[src/rtl/erts_pkg.sv]
package erts_pkg;

  typedef enum logic [2:0] {
    OUT_PAUSED   = 3'd0,
    OUT_NOT_DUE  = 3'd1,
    OUT_UPDATED  = 3'd2,
    OUT_BOOT     = 3'd3,
    OUT_SPEND    = 3'd4,
    OUT_GAIN     = 3'd5,
    OUT_FROZEN   = 3'd6
  } outcome_e;

  localparam logic [1:0] REG_SMOOTH   = 2'd0;
  localparam logic [1:0] REG_RATIO    = 2'd1;
  localparam logic [1:0] REG_INTERVAL = 2'd2;
  localparam logic [1:0] REG_GAINS    = 2'd3;

  localparam logic [16:0] ALPHA_LOW  = 17'd6554;
  localparam logic [16:0] ALPHA_MED  = 17'd13107;
  localparam logic [16:0] ALPHA_HIGH = 17'd26214;
  localparam logic [11:0] RATIO_DEF  = 12'd768;

  // classified item handed from front to back
  typedef struct packed {
    logic [31:0] time_ms;
    logic [3:0]  slot;
    logic [31:0] value;
    logic        paused;
    logic        work;
  } job_t;

  typedef struct packed {
    logic [1:0]  smooth;
    logic [11:0] ratio;
    logic        gains;
  } cfg_t;

endpackage

[src/rtl/erts_front.sv]
module erts_front #(
  parameter int unsigned DefaultIntervalMs = 250
) (
  input  logic               clk_i,
  input  logic               rst_ni,
  input  logic               push,
  output logic               full,
  input  logic [31:0]        time_ms_i,
  input  logic [3:0]         slot_i,
  input  logic signed [31:0] sample_value_i,
  input  logic               frame_end_i,
  input  logic [15:0]        interval_i,
  input  logic               slot_ok_i,
  output logic               q_push_o,
  input  logic               q_full_i,
  output erts_pkg::job_t     q_job_o
);
  import erts_pkg::*;

  logic [31:0] last_q, last_d;
  logic        have_q, have_d;
  logic [31:0] ivl;
  logic        paused, due, acc;

  assign full = q_full_i;
  assign acc  = push && !q_full_i;
  assign ivl  = (interval_i >= 16'd100 && interval_i <= 16'd1000) ?
                {16'd0, interval_i} : 32'(DefaultIntervalMs);
  assign paused = have_q && time_ms_i == last_q;
  assign due    = !have_q || (time_ms_i - last_q) >= ivl;

  always_comb begin
    last_d = last_q;
    have_d = have_q;
    if (acc && !paused && due && frame_end_i) begin
      last_d = time_ms_i;
      have_d = 1'b1;
    end
  end

  always_ff @(posedge clk_i or negedge rst_ni) begin
    if (!rst_ni) begin
      last_q <= '0;
      have_q <= 1'b0;
    end else begin
      last_q <= last_d;
      have_q <= have_d;
    end
  end

  assign q_push_o        = acc;
  assign q_job_o.time_ms = time_ms_i;
  assign q_job_o.slot    = slot_i;
  assign q_job_o.value   = sample_value_i;
  assign q_job_o.paused  = paused;
  assign q_job_o.work    = !paused && due && slot_ok_i;
endmodule

[config.mk]
export PLATFORM = sky130hd
export DESIGN_NAME = erts_front
export DESIGN_NICKNAME = d
export VERILOG_FILES = /design/src/rtl/erts_pkg.sv /design/src/rtl/erts_front.sv
export SDC_FILE = /design/constraint.sdc
export NUM_CORES = 1
export LEC_CHECK = 0
export ABC_AREA = 1
export CAP_MARGIN = 20
export CORE_MARGIN = 5
export CORE_UTILIZATION = 35
export DETAILED_ROUTE_END_ITERATION = 12
export DONT_BUFFER_PORTS = 1
export PLACE_DENSITY = 0.46
export SYNTH_ARGS = -nofsm -noshare
export SYNTH_HDL_FRONTEND = slang
export SYNTH_SLANG_ARGS = --single-unit
[constraint.sdc]
create_clock -name clk_i -period 4.14 [get_ports clk_i]
set_input_delay 0.621 -clock clk_i [delete_from_list [all_inputs] [get_ports clk_i]]
set_output_delay 0.621 -clock clk_i [all_outputs]
set_load 0.1 [all_outputs]
Yosys cells after proc, flatten, opt, wreduce, memory -nomap -nowiden
Cells that the tools add are included.
{"block": "totals", "register_bits": 33, "latchBits": 0, "mem_bits_rw": 0, "rom_bits": 0, "inputBits": 90, "output_inout_bits": 72, "wordCells": 20, "n_memories": 0}
{"block": "classes", "addsub": 1, "multipliers": 0, "div": 0, "n_lt_le_gt_ge": 3, "n_eq_ne": 1, "shifts": 0, "muxes": 1, "n_bitwise": 0, "reduce_logical": 12}
{"op": "$eq A32 B32 Y1", "count": 1}
{"op": "$ge A32 B16 Y1", "count": 1}
{"op": "$sub A32 B32 Y32", "count": 1}
{"op": "$ge A16 B7 Y1 const B", "count": 1}
{"op": "$le A16 B10 Y1 const B", "count": 1}
{"op": "$mux W16", "count": 1}
{"op": "$logic_and A1 B1 Y1", "count": 8}
{"op": "$logic_not A1 Y1", "count": 3}
{"op": "$logic_or A1 B1 Y1", "count": 1}

Depth between registers and ports, before layout
{"block": "logic_depth", "depth_word": 7, "ltp_mapped": 30, "ltp_nobuf": 29}

Worst setup path after synthesis
Ideal clock, no wire load.
{"block": "synth_path", "path_kind": "input-to-output", "start": "input port time_ms_i[0]", "end": "output port q_job_o[0] (netlist bit)", "t_arrival_ps": 3632, "required_ps": 3519, "slack_ps": -113, "path_stages": 22, "n_path_buf": 0, "path_cell_list": "inv_1 > ha_1 > inv_1 > fa_1 > nand3_1 > nand3_1 > nand2_1 > nand2_1 > nand2_1 > nand3_1 > xor2_1 > ha_1 > nand2_1 > o211a_1 > nand2_1 > nor2_1 > nand2_1 > nor2_1 > nand3_1 > nor2_1 > nand2_2 > and3_1"}
{"element": "start: declaration", "line_no": "erts_front.sv:8", "rtl": "input logic [31:0] time_ms_i,"}
{"element": "end: declaration", "line_no": "erts_front.sv:16", "rtl": "output erts_pkg::job_t q_job_o"}

==> impl_metrics.yaml <==
timing:
  worst_pin_slew_ns: 1.06
  relSlewSlack: 0.291
  setup_viol_count_final: 0
  fmax_mhz: 258
  period_share: 0.937
  maxSlewViolCount: 0
  fin_crit_ns: 3.88
  tns_ns: 0
  clock_skew_ns: 0.00632
  rsz0062_at_grt: "no"
  hold_ws_ns: 0.0228
  hold_viol: 0
setup_path:
  criticalPathCategory: "primary input to primary output"
  cp_max_fo: 4
  cp.arrival_ns: 3.26
  crit_path_start_kind: "primary input"
  endpoint_kind: "primary output"
  crit_required_ns: 3.52
routing:
  wl_per_cell_um: 15.1
  wirelength_mm: 14.6
  via_per_inst: 4.86
  first_pass_iters: 5
  ant_nets: 0
  num_vias: 4705
  drc: 0
  drt_first_iter_violations: 330
logic_synthesis:
  synth_top_area_frac: 0.230
  synth_area_leaders: "nand2_1 (23%), dfrtp_1 (17%), ha_1 (12%)"
  yosysSeqAreaShare: 0.168
  synthCells: 836
  yosys_warnings: 0
  synth-seq-cells: 33
  syn_area_per_cell_um2: 5.89
  ys_types: 33
  synth_top_cell_by_area: "nand2_1"
  synth.cell_area_um2: 4920
finish:
  multi_input_area_um2: 3250
  drive_gt1_frac: 0.0977
  finalInstanceArea_um2: 5170
  syn_to_final_growth_pct: 4.98
  final_cells: 968
  fillCellCount: 1547
  antenna_cells: 0
  seq_area_um2: 826
  nets: 925
grt:
  grt_pass1_vias: 4618
  track_usage: 0.177
  antenna_found_initial: 0
  grt-ovfl-total: 0
  grt_max_degree: 34
  grt_pass1_wl_mm: 23.3
run:
  drv_cap: 0
clocking:
  hold_buffers: 0
  cts.sinks: 33
  clk_latency_ns: 0.29
  clk_pin_slew_worst_paths_ns: 0.06
  clk_path_buf_depth: 2
  cts_tree: "done"
  clockRootBuffer: "clkbuf_16"
  cts_max_level: 2
  cts_buffers: 5
placed_design:
  dp.cells: 957
  portBuffers: 0
  dpl.hpwl_mm: 12.4
  gp_congestion: 0.958
  place_area_um2: 4720
floorplan:
  start_util: 0.356
  io_pins: 162
  core_area_um2: 13800
  die_y_um: 129
  dieArea_um2: 16500
  num_rows: 43
  die_x_um: 129
pwr:
  swShare: 0.447
  p_leak_nw: 2.91
  seqPwrFrac: 0.209
  power_density_nw_per_um2: 368
  clkPwrFrac: 0.213
  vdd_drop_max_mv: 0.135
  power.switching_uw: 850
  p_comb_frac: 0.578
  p_int_mw: 1.05
  total_power_mw: 1.90
run_status:
  status: "finished, final reports clean"
worst_hold_path:
  min_path_type: "primary input to asynchronous set/reset pin"
==> through the flow <==
stage                     worst slack, ns  utilization
after CTS                          0.0782        0.353
after floorplan                     0.172            -
after global placement              0.144        0.342
after global routing               0.0262        0.374
after detailed placement            0.113        0.342
final                               0.263        0.374
==> cell usage in the layout (no fill, tap or decap), drive strengths merged, types with 3 or more instances in the layout <==
cell type  synthesis  final
nand2            304    304
and2               3      3
clkinv             3      4
inv              141    141
nand3             33     33
ha                47     47
buf               76     21
o21ai              9      9
xor2              15     15
nor3               5      5
conb               1      6
a21oi             31     31
dfrtp             33     33
o21bai             3      3
clkbuf             6      7
nand4             45     45
nor2              70     70
==> power groups by stage <==
stage	clock, mW	sequential, mW	combinational (mW)
after global routing	0.434	0.404	1.25
after detailed placement	0	0.403	1.00
after global placement	0	0.402	0.992
after CTS	0.420	0.397	1.01
after floorplan	0	0.397	1.04
final	0.405	0.397	1.10
==> sequential cells by signal, summed over array words and instances, names as in the netlist <==
name / flops
have_q: 1
last_q: 32
==> path summary, 6_finish.rpt <==
| path | to | slack (ns) | from | cells past startpoint |
|---|---|---|---|---|
| worst max-delay path | q_job_o[0] | 0.26 | time_ms_i[0] | 23 |
| worst min-delay path | last_q[30]$_DFFE_PN0P_ | 0.02 | rst_ni | 0 |
| worst max register to register | last_q[24]$_DFFE_PN0P_ | 0.62 | last_q[6]$_DFFE_PN0P_ | 24 |
| worst min register to register | last_q[11]$_DFFE_PN0P_ | 0.47 | last_q[11]$_DFFE_PN0P_ | 2 |
| max in group asynchronous | last_q[22]$_DFFE_PN0P_ | 4.03 | rst_ni | 0 |
| min in group clk_i | last_q[11]$_DFFE_PN0P_ | 0.47 | last_q[11]$_DFFE_PN0P_ | 2 |
==> metal layers <==
layer  up-vias  track usage  share of wire
li1       2427            -              -
met1      2124        0.251           0.49
met2       130        0.278           0.43
met3        24       0.0299          0.058
met4         0       0.0513          0.021
met5         -            0              0
==> worst max-delay path, stage by stage <==
cell     delay, ns
inv_1         0.03
ha_1          0.13
inv_1         0.06
fa_2          0.35
nand3_2       0.09
nand3_4       0.08
nand2_1       0.06
nand2_1       0.06
nand2_1       0.08
nand3_2       0.08
xor2_1        0.19
ha_1          0.26
nand2_1       0.07
o211a_1       0.16
nand2_1       0.05
nor2_1        0.08
nand2_1       0.06
nor2_1        0.09
nand3_1       0.09
nor2_2        0.10
nand2_2       0.08
and3_2        0.21
buf_12        0.16
==> layout make-up <==
| type | count | area share |
|---|---|---|
| clock buffers | 7 | 0.0295 |
| clock inverters | 1 | 0.000969 |
| inverters | 144 | 0.105 |
| multi-input cells | 582 | 0.628 |
| flip-flops and latches | 33 | 0.160 |
| well taps | 180 | 0.0436 |
| repair buffers | 21 | 0.0329 |
==> synth_stat cells (all sizes together) <==
master  number
nand3       33
nand2      304
nor2        70
fa           1
nor3b        1
a21oi       31
conb         1
o211a        1
clkinv       3
nor4         1
a21o         1
and3         2
inv        141
nor3         5
ha          47
nand3b       2
xor2        15
a31oi        1
a211oi       1
clkbuf       6
o21ai        9
nand4       45
buf         76
and2         3
dfrtp       33
o21bai       3
==> timing repair <==
| item | in CTS | in global routing |
|---|---|---|
| gates resized for setup | 0 | 54 |
| endpoints found under the setup margin | 0 | 1 |
| setup buffers | 0 | 3 |
==> logic make-up after synthesis <==
| group | synth area share |
|---|---|
| fa+ha+maj | 0.124 |
| xor+xnor | 0.0267 |
| other cells | 0.000762 |
| flops | 0.168 |
| simple gates | 0.398 |
| compound gates | 0.0516 |
| buf+inv | 0.231 |
(Power assumes the default switching activity.)
