**src/rtl/erts_fifo.sv**
```systemverilog
module erts_fifo #(
  parameter int unsigned Width = 8
) (
  input  logic             clk_i,
  input  logic             rst_ni,
  input  logic             wr_i,
  input  logic [Width-1:0] wdata_i,
  output logic             full_o,
  input  logic             rd_i,
  output logic [Width-1:0] rdata_o,
  output logic             empty_o
);
  // two entry queue between front and back
  logic [Width-1:0] mem_q [2];
  logic             wp_q, rp_q;
  logic [1:0]       cnt_q;

  assign full_o  = cnt_q == 2'd2;
  assign empty_o = cnt_q == 2'd0;
  assign rdata_o = mem_q[rp_q];

  always_ff @(posedge clk_i) begin
    if (wr_i && !full_o) mem_q[wp_q] <= wdata_i;
  end

  always_ff @(posedge clk_i or negedge rst_ni) begin
    if (!rst_ni) begin
      wp_q <= 1'b0;
      rp_q <= 1'b0;
      cnt_q <= '0;
    end else begin
      if (wr_i && !full_o) wp_q <= !wp_q;
      if (rd_i && !empty_o) rp_q <= !rp_q;
      cnt_q <= cnt_q + 2'(wr_i && !full_o) - 2'(rd_i && !empty_o);
    end
  end
endmodule

```
**config.mk**
```make
export PLATFORM = sky130hd
export DESIGN_NAME = erts_fifo
export DESIGN_NICKNAME = d
export VERILOG_FILES = /design/src/rtl/erts_fifo.sv
export SDC_FILE = /design/constraint.sdc
export NUM_CORES = 1
export LEC_CHECK = 0
export ABC_AREA = 0
export BUFFER_PORTS_ARGS = -buffer_cell sky130_fd_sc_hd__buf_2
export CELL_PAD_IN_SITES_DETAIL_PLACEMENT = 1
export CELL_PAD_IN_SITES_GLOBAL_PLACEMENT = 1
export CORE_MARGIN = 2
export CORE_UTILIZATION = 43
export CTS_BUF_LIST = sky130_fd_sc_hd__clkbuf_8
export DETAILED_ROUTE_END_ITERATION = 10
export PLACE_DENSITY = 0.77
export SLEW_MARGIN = 10
export SYNTH_ARGS = -nofsm -noshare
export SYNTH_HDL_FRONTEND = slang
export SYNTH_SLANG_ARGS = --single-unit
```
**constraint.sdc**
```tcl
create_clock -name clk_i -period 1.7 [get_ports clk_i]
set_input_delay 0.17 -clock clk_i [delete_from_list [all_inputs] [get_ports clk_i]]
set_output_delay 0.17 -clock clk_i [all_outputs]
set_load 0.02 [all_outputs]
```
Word-level counts from Yosys, hierarchy flattened:

Memories as Yosys holds them, arrays and structs flattened.
Cells that the tools add are included.

* add/sub/neg operators: 2
* equal/unequal tests: 1
* multiplexer cells: 2
* reduce and logical (&&, ||, !) cells: 7

Operators by type and width (number)
* 1-bit zero test: 4
* 2-bit by 1-bit adder with 2-bit output: 1
* 2-bit equality test, second input constant: 1
* 1-bit logical AND: 2
* 2-bit zero test: 1
* 1-bit two-way mux: 2
* 2-bit by 1-bit subtractor with 2-bit output: 1

* bits in registers: 4
* memory bits (writable): 16
* output and inout bits: 10
* memories kept: 1

Memories
* mem_q: words 2, width 8, read ports 1, clocked after memory_dff 0, write ports 1, line 14 `logic [Width-1:0] mem_q [2];`

Logic depth before layout (Yosys ltp):

Gate-level depths: netlist of the first run.

* depth in word-level cells: 5
* mapped depth: 7
* mapped depth without buffers: 7

Worst setup path after synthesis of the first run:

Ideal clock, no wire load.

* path kind: register -> register
* from: register cnt_q[1]
* to: register cnt_q[1]
* library setup time: 123 ps
* arrival time: 1577 ps
* data required time: 1577 ps
* slack: 1 ps
* cell stages (with the launch flop): 8
* path buffers: 0
* period minus slack after synthesis: 1699 ps
* path through: dfrtp_1 > nor2_1 > nor2b_2 > ha_1 > inv_1 > ha_1 > xnor2_1 > xnor2_1

RTL lines
* from (decl): line 16 `logic [1:0] cnt_q;`
* from (signal assigned): line 34 `cnt_q <= cnt_q + 2'(wr_i && !full_o) - 2'(rd_i && !empty_o);`
* 2-bit zero test: line 19 `assign empty_o = cnt_q == 2'd0;`
* via empty_o: line 11 `output logic empty_o`
* 1-bit zero test: line 34
* 1-bit logical AND: line 34
* 2-bit by 1-bit subtractor with 2-bit output: line 34

The timed path passes the listed nets, and every way through them passes these cells.
A chain may end at the register's enable or synchronous reset.

Worst setup path after layout of the first run:

* from: register cnt_q[1]
* to: register cnt_q[1]

* word-level cells in the longest chain between the ends: 5

Ends and longest elaborated chain
* 2-bit equality test: line 18 `assign full_o = cnt_q == 2'd2;`
* 1-bit zero test: line 34
* 1-bit logical AND: line 34
* 2-bit by 1-bit adder with 2-bit output: line 34
* 2-bit by 1-bit subtractor with 2-bit output *: line 34

Mark *: on every way between the ends. The rest lies on a longest branch, timed or not.

==> impl_metrics.csv, run 1 <==
group,metric,value,unit
routing,detail-route-antenna-nets,0,
power_and_ir_drop,vdd_ir_drop_max,0.763,mV
critical_path,crit_fanout,3,
critical_path,data_arrival_time_of_the_critical_path,1770,ps
routing,drt-initial-drc-count,2,
floorplanning,initial_core_util,0.454,
critical_path,worst_ep_required_time,1870,ps
synth,fraction_of_registers_with_async_set_reset,0.200,
synth,simple_gate_share_of_the_synthesized_area,0.0419,
routing,post-route-drc-count,0,
critical_path,crit_path_capture_type,"register",
clock_tree,tritoncts_num_sinks,20,
grt,grt_max_degree,12,
power_and_ir_drop,static_power_due_to_leakage,0.418,nW
critical_path,element_type_at_the_critical_path_start,"register",
place,placedCellCount,90,
grt,first_global_vias,396,
synth,synth_compound_gate_area_share,0,
final_layout,multiInputGateArea,193,sq um
final_layout,drive_above_1_share,0.535,
grt,grt.total_usage,0.130,
power_and_ir_drop,power_per_cell_area,1760,nW/um^2
final_layout,fin_util,0.582,
synth,synth_edf_count,16,
synth,synth_sequential_area_ratio,0.748,
final_layout,finish.instance_area,995,sq um
timing,fmax,627,MHz
routing,post_drt_via_cell_ratio,4.70,
clock_tree,cts.clk_slew.worst_paths,70,ps
place,place.gp.congestion,0.657,
synth,synthMostInstantiatedCell,"edfxtp_1",
routing,routed_wirelength,1330,um
routing,drt_first_pass_iters,3,
critical_path,crit_slowest_cell,"dfrtp_1",
synth,dominant_combinational_cell_family_by_area_after_synthesis,"multiplexers",
clock_tree,h-tree-depth,1,
routing,dr_total_vias,451,
synth,share_of_the_synthesized_netlist_area_taken_by_xor_and_xnor_gates,0.0452,
timing,period_share,0.939,
floorplanning,design.die.area,2160,sq um
synth,post_synth_inst_count,43,
floorplanning,core_region_area,1710,sq um
timing,layout_min_cycle_time,1600,ps
worst_hold_path,hold_class,"primary input to register",
synth,synth_top_area_frac,0.619,
synth,post_synth_main_area_contributors,"edfxtp_1 (62%), dfrtp_1 (13%), mux2_2 (12%)",
place,post_dp_cell_area,922,sq um
clock_tree,cts_tree,"yes",
synth,synthesis.nets,57,
timing,relSlewSlack,0.741,
routing,post_drt_wl_per_cell,13.8,um
synth,post_synth_mux_area_share,0.116,
final_layout,fillers,170,
critical_path,cpMostUsedCell,"ha_1",
floorplanning,num_rows,15,
timing,setup_viol,0,
floorplanning,die_w,46.5,um
status,outcome,"complete, no violations",
clock_tree,cts_inserted_buffers,3,
timing,slew_viol_final,0,
final_layout,antenna_cells_inserted,0,
timing,setup_clock_skew_after_layout,2.94,ps
floorplanning,die_height,46.5,um
floorplanning,io_pins,22,
synth,synth_common_cells,"edfxtp_1 (16), mux2_2 (8), dfrtp_1 (4)",
place,total_half_perimeter_wirelength_after_legalization_and_detailed_placement,987,um
synth,mean_instance_size_in_the_synthesized_netlist,18.0,sq um
synth,synth-adder-area-share,0.0323,
place,io_buffers,21,
synth,yosys_most_used_dff,"edfxtp_1",
grt,grt_antenna_before_repair,0,
clock_tree,clock_latency,250,ps
final_layout,finish.cell_count_without_fillers,96,
synth,post_synth_num_cell_types,13,
critical_path,timing.critical_path.cells,"nand2b_1, nand2_1, ha_1, inv_1, ha_1, xnor2_2, xnor2_1",
synth,synth.cell_area,776,sq um
grt,gr-total-overflow,0,
critical_path,worst_path_largest_cell_delay,430,ps
clock_tree,root_buf_cell,"clkbuf_8",
final_layout,area_growth_syn_to_layout,28.2,%
critical_path,worst-setup-path-type,"register to register",
timing,timing_hold_violations_final,0,
run,max_cap_viol_count,0,
synth,ys.warnings.count,0,
grt,grt_pass1_wl,1760,um
timing,fin_tns_setup,0,ps
timing,timing_worst_slew_pin_value,388,ps
final_layout,final_net_count,86,
clock_tree,cts_buffer_depth,2,
power_and_ir_drop,design_power_total,1.76,mW
synth,ys_ff_latch,20,
final_layout,final-seq-area,581,sq um
synth,synthDominantAreaCellType,"edfxtp_1",
-- kinds of logic after synthesis --
group	after synthesis
multiplexers	8
buffers and inverters	3
adder cells (fa/ha/maj)	2
flip-flops	20
AND/OR/NAND/NOR	6
XOR/XNOR	4
-- metal layers --
layer | track usage | vias up | part of all wire | routed length [um]
met1 | 0.149 | 221 | 0.42 | 555
met2 | 0.217 | 17 | 0.52 | 691
li1 | - | 211 | - | -
met4 | 0.0686 | 0 | 0.012 | 16
met5 | 0 | - | 0 | 0
met3 | 0.0353 | 2 | 0.049 | 65
-- state kept, by name (all words and copies together) (netlist names) --
name and flops:
mem_q 16, cnt_q 2, rp_q 1, wp_q 1
-- critical path: cells and delay by family, from the launching register on --
kind / cells / cell delay, ps
fa+ha+maj: 2 / 490
flops: 1 / 430
xor+xnor: 2 / 320
simple gates: 2 / 240
buf+inv: 1 / 40
-- per-stage QoR --
| stage | setup slack, ps | hold slack (ps) |
|---|---|---|
| finish | 104 | 102 |
| detailed placement | 66.9 | -16.6 |
| global route | -21.0 | 94.0 |
| global placement | 191 | -18.0 |
| floorplan | 0.632 | -126 |
| CTS | 41.4 | 101 |
-- power breakdown --
part	total (mW)	switching [mW]	leakage (nW)	internal, mW
Combinational	0.666	0.353	0.196	0.313
Sequential	0.783	0.0967	0.195	0.686
Clock	0.307	0.146	0.0269	0.160
-- layout make-up --
class,count,share of cell area
clock buffers,3,0.0415
clock inverters,1,0.00377
inverters,2,0.00755
multi-input cells,20,0.194
flip-flops and latches,20,0.584
well taps,25,0.0314
repair buffers,25,0.138
-- timing repair --
item	4_1_cts	5_1_grt
hold endpoints to repair	4	0
buffers inserted	0	1
setup endpoints to repair	0	1
hold buffers	1	0
resized for setup	0	2
-- layout by cell type, fill, tap and decap left out --
| cell type | Yosys | layout |
|---|---|---|
| ha_1 | 2 | 2 |
| inv_1 | 2 | 3 |
| xnor2_1 | 3 | 2 |
| dlygate4sd3_1 | 0 | 1 |
| nand2b_1 | 1 | 1 |
| buf_2 | 1 | 21 |
| nor2_2 | 0 | 1 |
| clkbuf_8 | 0 | 3 |
| edfxtp_1 | 16 | 16 |
| mux2_2 | 8 | 8 |
| nor2b_2 | 1 | 1 |
| nand2_1 | 1 | 1 |
| xnor2_2 | 0 | 1 |
| nor2_1 | 2 | 1 |
| and3_1 | 1 | 1 |
| xor2_1 | 1 | 1 |
| buf_4 | 0 | 3 |
| dfrtp_1 | 4 | 4 |
-- path summary, 6_finish.rpt --
kind | start | end | slack, ps | cells past startpoint
setup / recovery | cnt_q[1] | cnt_q[1] | 100 | 7
hold / removal | wdata_i[5] | mem_q[0][5] | 100 | 1
setup reg to reg | cnt_q[1] | cnt_q[1] | 100 | 7
hold reg to reg | wp_q | wp_q | 510 | 1
max in group asynchronous | rst_ni | rp_q | 1330 | 2
min in group asynchronous | rst_ni | cnt_q[0] | 250 | 2
Note: power is estimated with default switching activity, not from simulation.
==> inputs of run 2 (changes only) <==
--- a/config.mk
+++ b/config.mk
@@ -7,13 +7,14 @@
 export LEC_CHECK = 0
 export ABC_AREA = 0
 export BUFFER_PORTS_ARGS = -buffer_cell sky130_fd_sc_hd__buf_2
+export CAP_MARGIN = 30
 export CELL_PAD_IN_SITES_DETAIL_PLACEMENT = 1
 export CELL_PAD_IN_SITES_GLOBAL_PLACEMENT = 1
 export CORE_MARGIN = 2
 export CORE_UTILIZATION = 43
 export CTS_BUF_LIST = sky130_fd_sc_hd__clkbuf_8
 export DETAILED_ROUTE_END_ITERATION = 10
-export PLACE_DENSITY = 0.77
+export PLACE_DENSITY = 0.85
 export SLEW_MARGIN = 10
 export SYNTH_ARGS = -nofsm -noshare
 export SYNTH_HDL_FRONTEND = slang
==> run 2 against run 1 <==
  * Core utilization is 0.44 points lower
  * Worst hold slack improved by 5.7 ps
  * Clock power up 12%
  * Design area shrank 0.75%
  * Register-to-register slack improved by 40 ps
  * Wire length decreased by 7.0%
  * Sequential cell count is the same
  * Critical path type is now register to output port
==> impl_metrics.csv, run 2 (synthesis results as in run 1) <==
group,metric,value,unit
status,outcome,"complete, no violations",
final_layout,final_net_count,84,
critical_path,worst-setup-path-type,"register to output port",
final_layout,antenna_cells_inserted,0,
critical_path,element_type_at_the_critical_path_start,"register",
final_layout,registers.top_by_ff_count,"mem_q",
routing,drt_first_pass_iters,4,
grt,grt_pass1_wl,1960,um
final_layout,fillers,175,
run,max_cap_viol_count,0,
routing,drt-initial-drc-count,9,
critical_path,crit_slowest_cell,"dfrtp_1",
grt,grt.total_usage,0.140,
routing,post_drt_wl_per_cell,13.1,um
final_layout,flip_flop_count_of_the_largest_register_all_copies_and_words_added,16,
grt,grt_antenna_before_repair,0,
critical_path,worst_path_largest_cell_delay,600,ps
power_and_ir_drop,vdd_ir_drop_max,0.861,mV
timing,fmax,633,MHz
timing,relSlewSlack,0.719,
floorplanning,design.die.area,2160,sq um
floorplanning,die_w,46.5,um
timing,fin_tns_setup,0,ps
place,place.gp.congestion,0.638,
clock_tree,h-tree-depth,1,
place,io_buffers,21,
timing,rsz_0062_raised_after_global_routing,"no",
floorplanning,die_height,46.5,um
floorplanning,num_rows,15,
timing,timing_worst_slew_pin_value,421,ps
timing,period_share,0.929,
power_and_ir_drop,power_per_cell_area,1780,nW/um^2
final_layout,finish.cell_count_without_fillers,94,
routing,post-route-drc-count,0,
critical_path,crit_fanout,9,
power_and_ir_drop,design_power_total,1.75,mW
routing,dr_total_vias,429,
clock_tree,clock_latency,250,ps
critical_path,timing.critical_path.cells,"mux2_2, buf_2",
worst_hold_path,hold_class,"primary input to register",
final_layout,largestRegisters,"mem_q (16), cnt_q (2)",
power_and_ir_drop,static_power_due_to_leakage,0.411,nW
critical_path,worst_ep_required_time,1530,ps
critical_path,data_arrival_time_of_the_critical_path,1410,ps
final_layout,area_growth_syn_to_layout,27.3,%
clock_tree,cts_tree,"yes",
final_layout,final_common_cell,"buf_2",
timing,setup_clock_skew_after_layout,2.89,ps
floorplanning,core_region_area,1710,sq um
clock_tree,root_buf_cell,"clkbuf_8",
place,placedCellCount,89,
final_layout,final-seq-area,581,sq um
timing,finalHoldWorstSlack,108,ps
timing,setup_viol,0,
clock_tree,cts_buffer_depth,2,
grt,grt_max_degree,12,
clock_tree,cts.clk_slew.worst_paths,70,ps
floorplanning,io_pins,22,
timing,layout_min_cycle_time,1580,ps
timing,timing_hold_violations_final,0,
grt,gr-total-overflow,0,
place,total_half_perimeter_wirelength_after_legalization_and_detailed_placement,916,um
clock_tree,tritoncts_num_sinks,20,
grt,first_global_vias,459,
final_layout,drive_above_1_share,0.522,
routing,routed_wirelength,1240,um
critical_path,crit_path_capture_type,"output port",
final_layout,fin_util,0.578,
timing,slew_viol_final,0,
routing,post_drt_via_cell_ratio,4.56,
clock_tree,cts_inserted_buffers,3,
final_layout,multiInputGateArea,190,sq um
routing,detail-route-antenna-nets,0,
clock_tree,postCtsSetupBuffers,0,
floorplanning,initial_core_util,0.454,
final_layout,most_frequent_cells_in_the_layout,"buf_2 (21), edfxtp_1 (16), mux2_2 (8)",
[run 2: repair_timing]
item                       CTS  global route
hold endpoints to repair     4             0
gates resized for setup      0             1
setup endpoints to repair    0             1
hold buffers                 1             0
[run 2: final timing paths]
check | from | end | slack (ps) | cells past startpoint
hold / removal | wdata_i[4] | mem_q[1][4] | 110 | 1
setup / recovery | rp_q | rdata_o[2] | 120 | 2
hold reg to reg | cnt_q[1] | cnt_q[1] | 510 | 1
setup reg to reg | cnt_q[1] | cnt_q[1] | 140 | 7
max in group asynchronous | rst_ni | wp_q | 1340 | 2
min in group asynchronous | rst_ni | cnt_q[0] | 240 | 2
[run 2: layer usage]
layer | vias to the layer above | routed length (um) | GRT usage
li1 | 205 | - | -
met1 | 209 | 490 | 0.150
met2 | 13 | 667 | 0.242
met3 | 2 | 67 | 0.0392
met4 | 0 | 10 | 0.0857
met5 | - | 0 | 0
[run 2: through the flow]
| step | instance area [sq um] | setup WS, ps |
|---|---|---|
| 3_5_place_dp | 915 | 132 |
| 6_report | 987 | 120 |
| 4_1_cts | 980 | 98.0 |
| 5_1_grt | 987 | 16.9 |
| 3_3_place_gp | 915 | 205 |
| 2_1_floorplan | 776 | 0.632 |
[run 2: cell type report]
class	count	area share
multi-input cells	20	0.193
inverters	2	0.00760
clock buffers	4	0.0558
well taps	25	0.0317
repair buffers	23	0.124
flip-flops and latches	20	0.588
[run 2: critical path, delay by kind of cell, from the launching register on]
kind / cells / cell delay (ps)
buf+inv: 1 / 160
flops: 1 / 600
mux: 1 / 390
[run 2: power breakdown]
group / leakage (nW) / internal [mW] / switching (mW)
combinational: 0.187 / 0.285 / 0.344
clock: 0.0288 / 0.205 / 0.139
sequential: 0.195 / 0.686 / 0.0937
total: 0.411 / 1.18 / 0.577
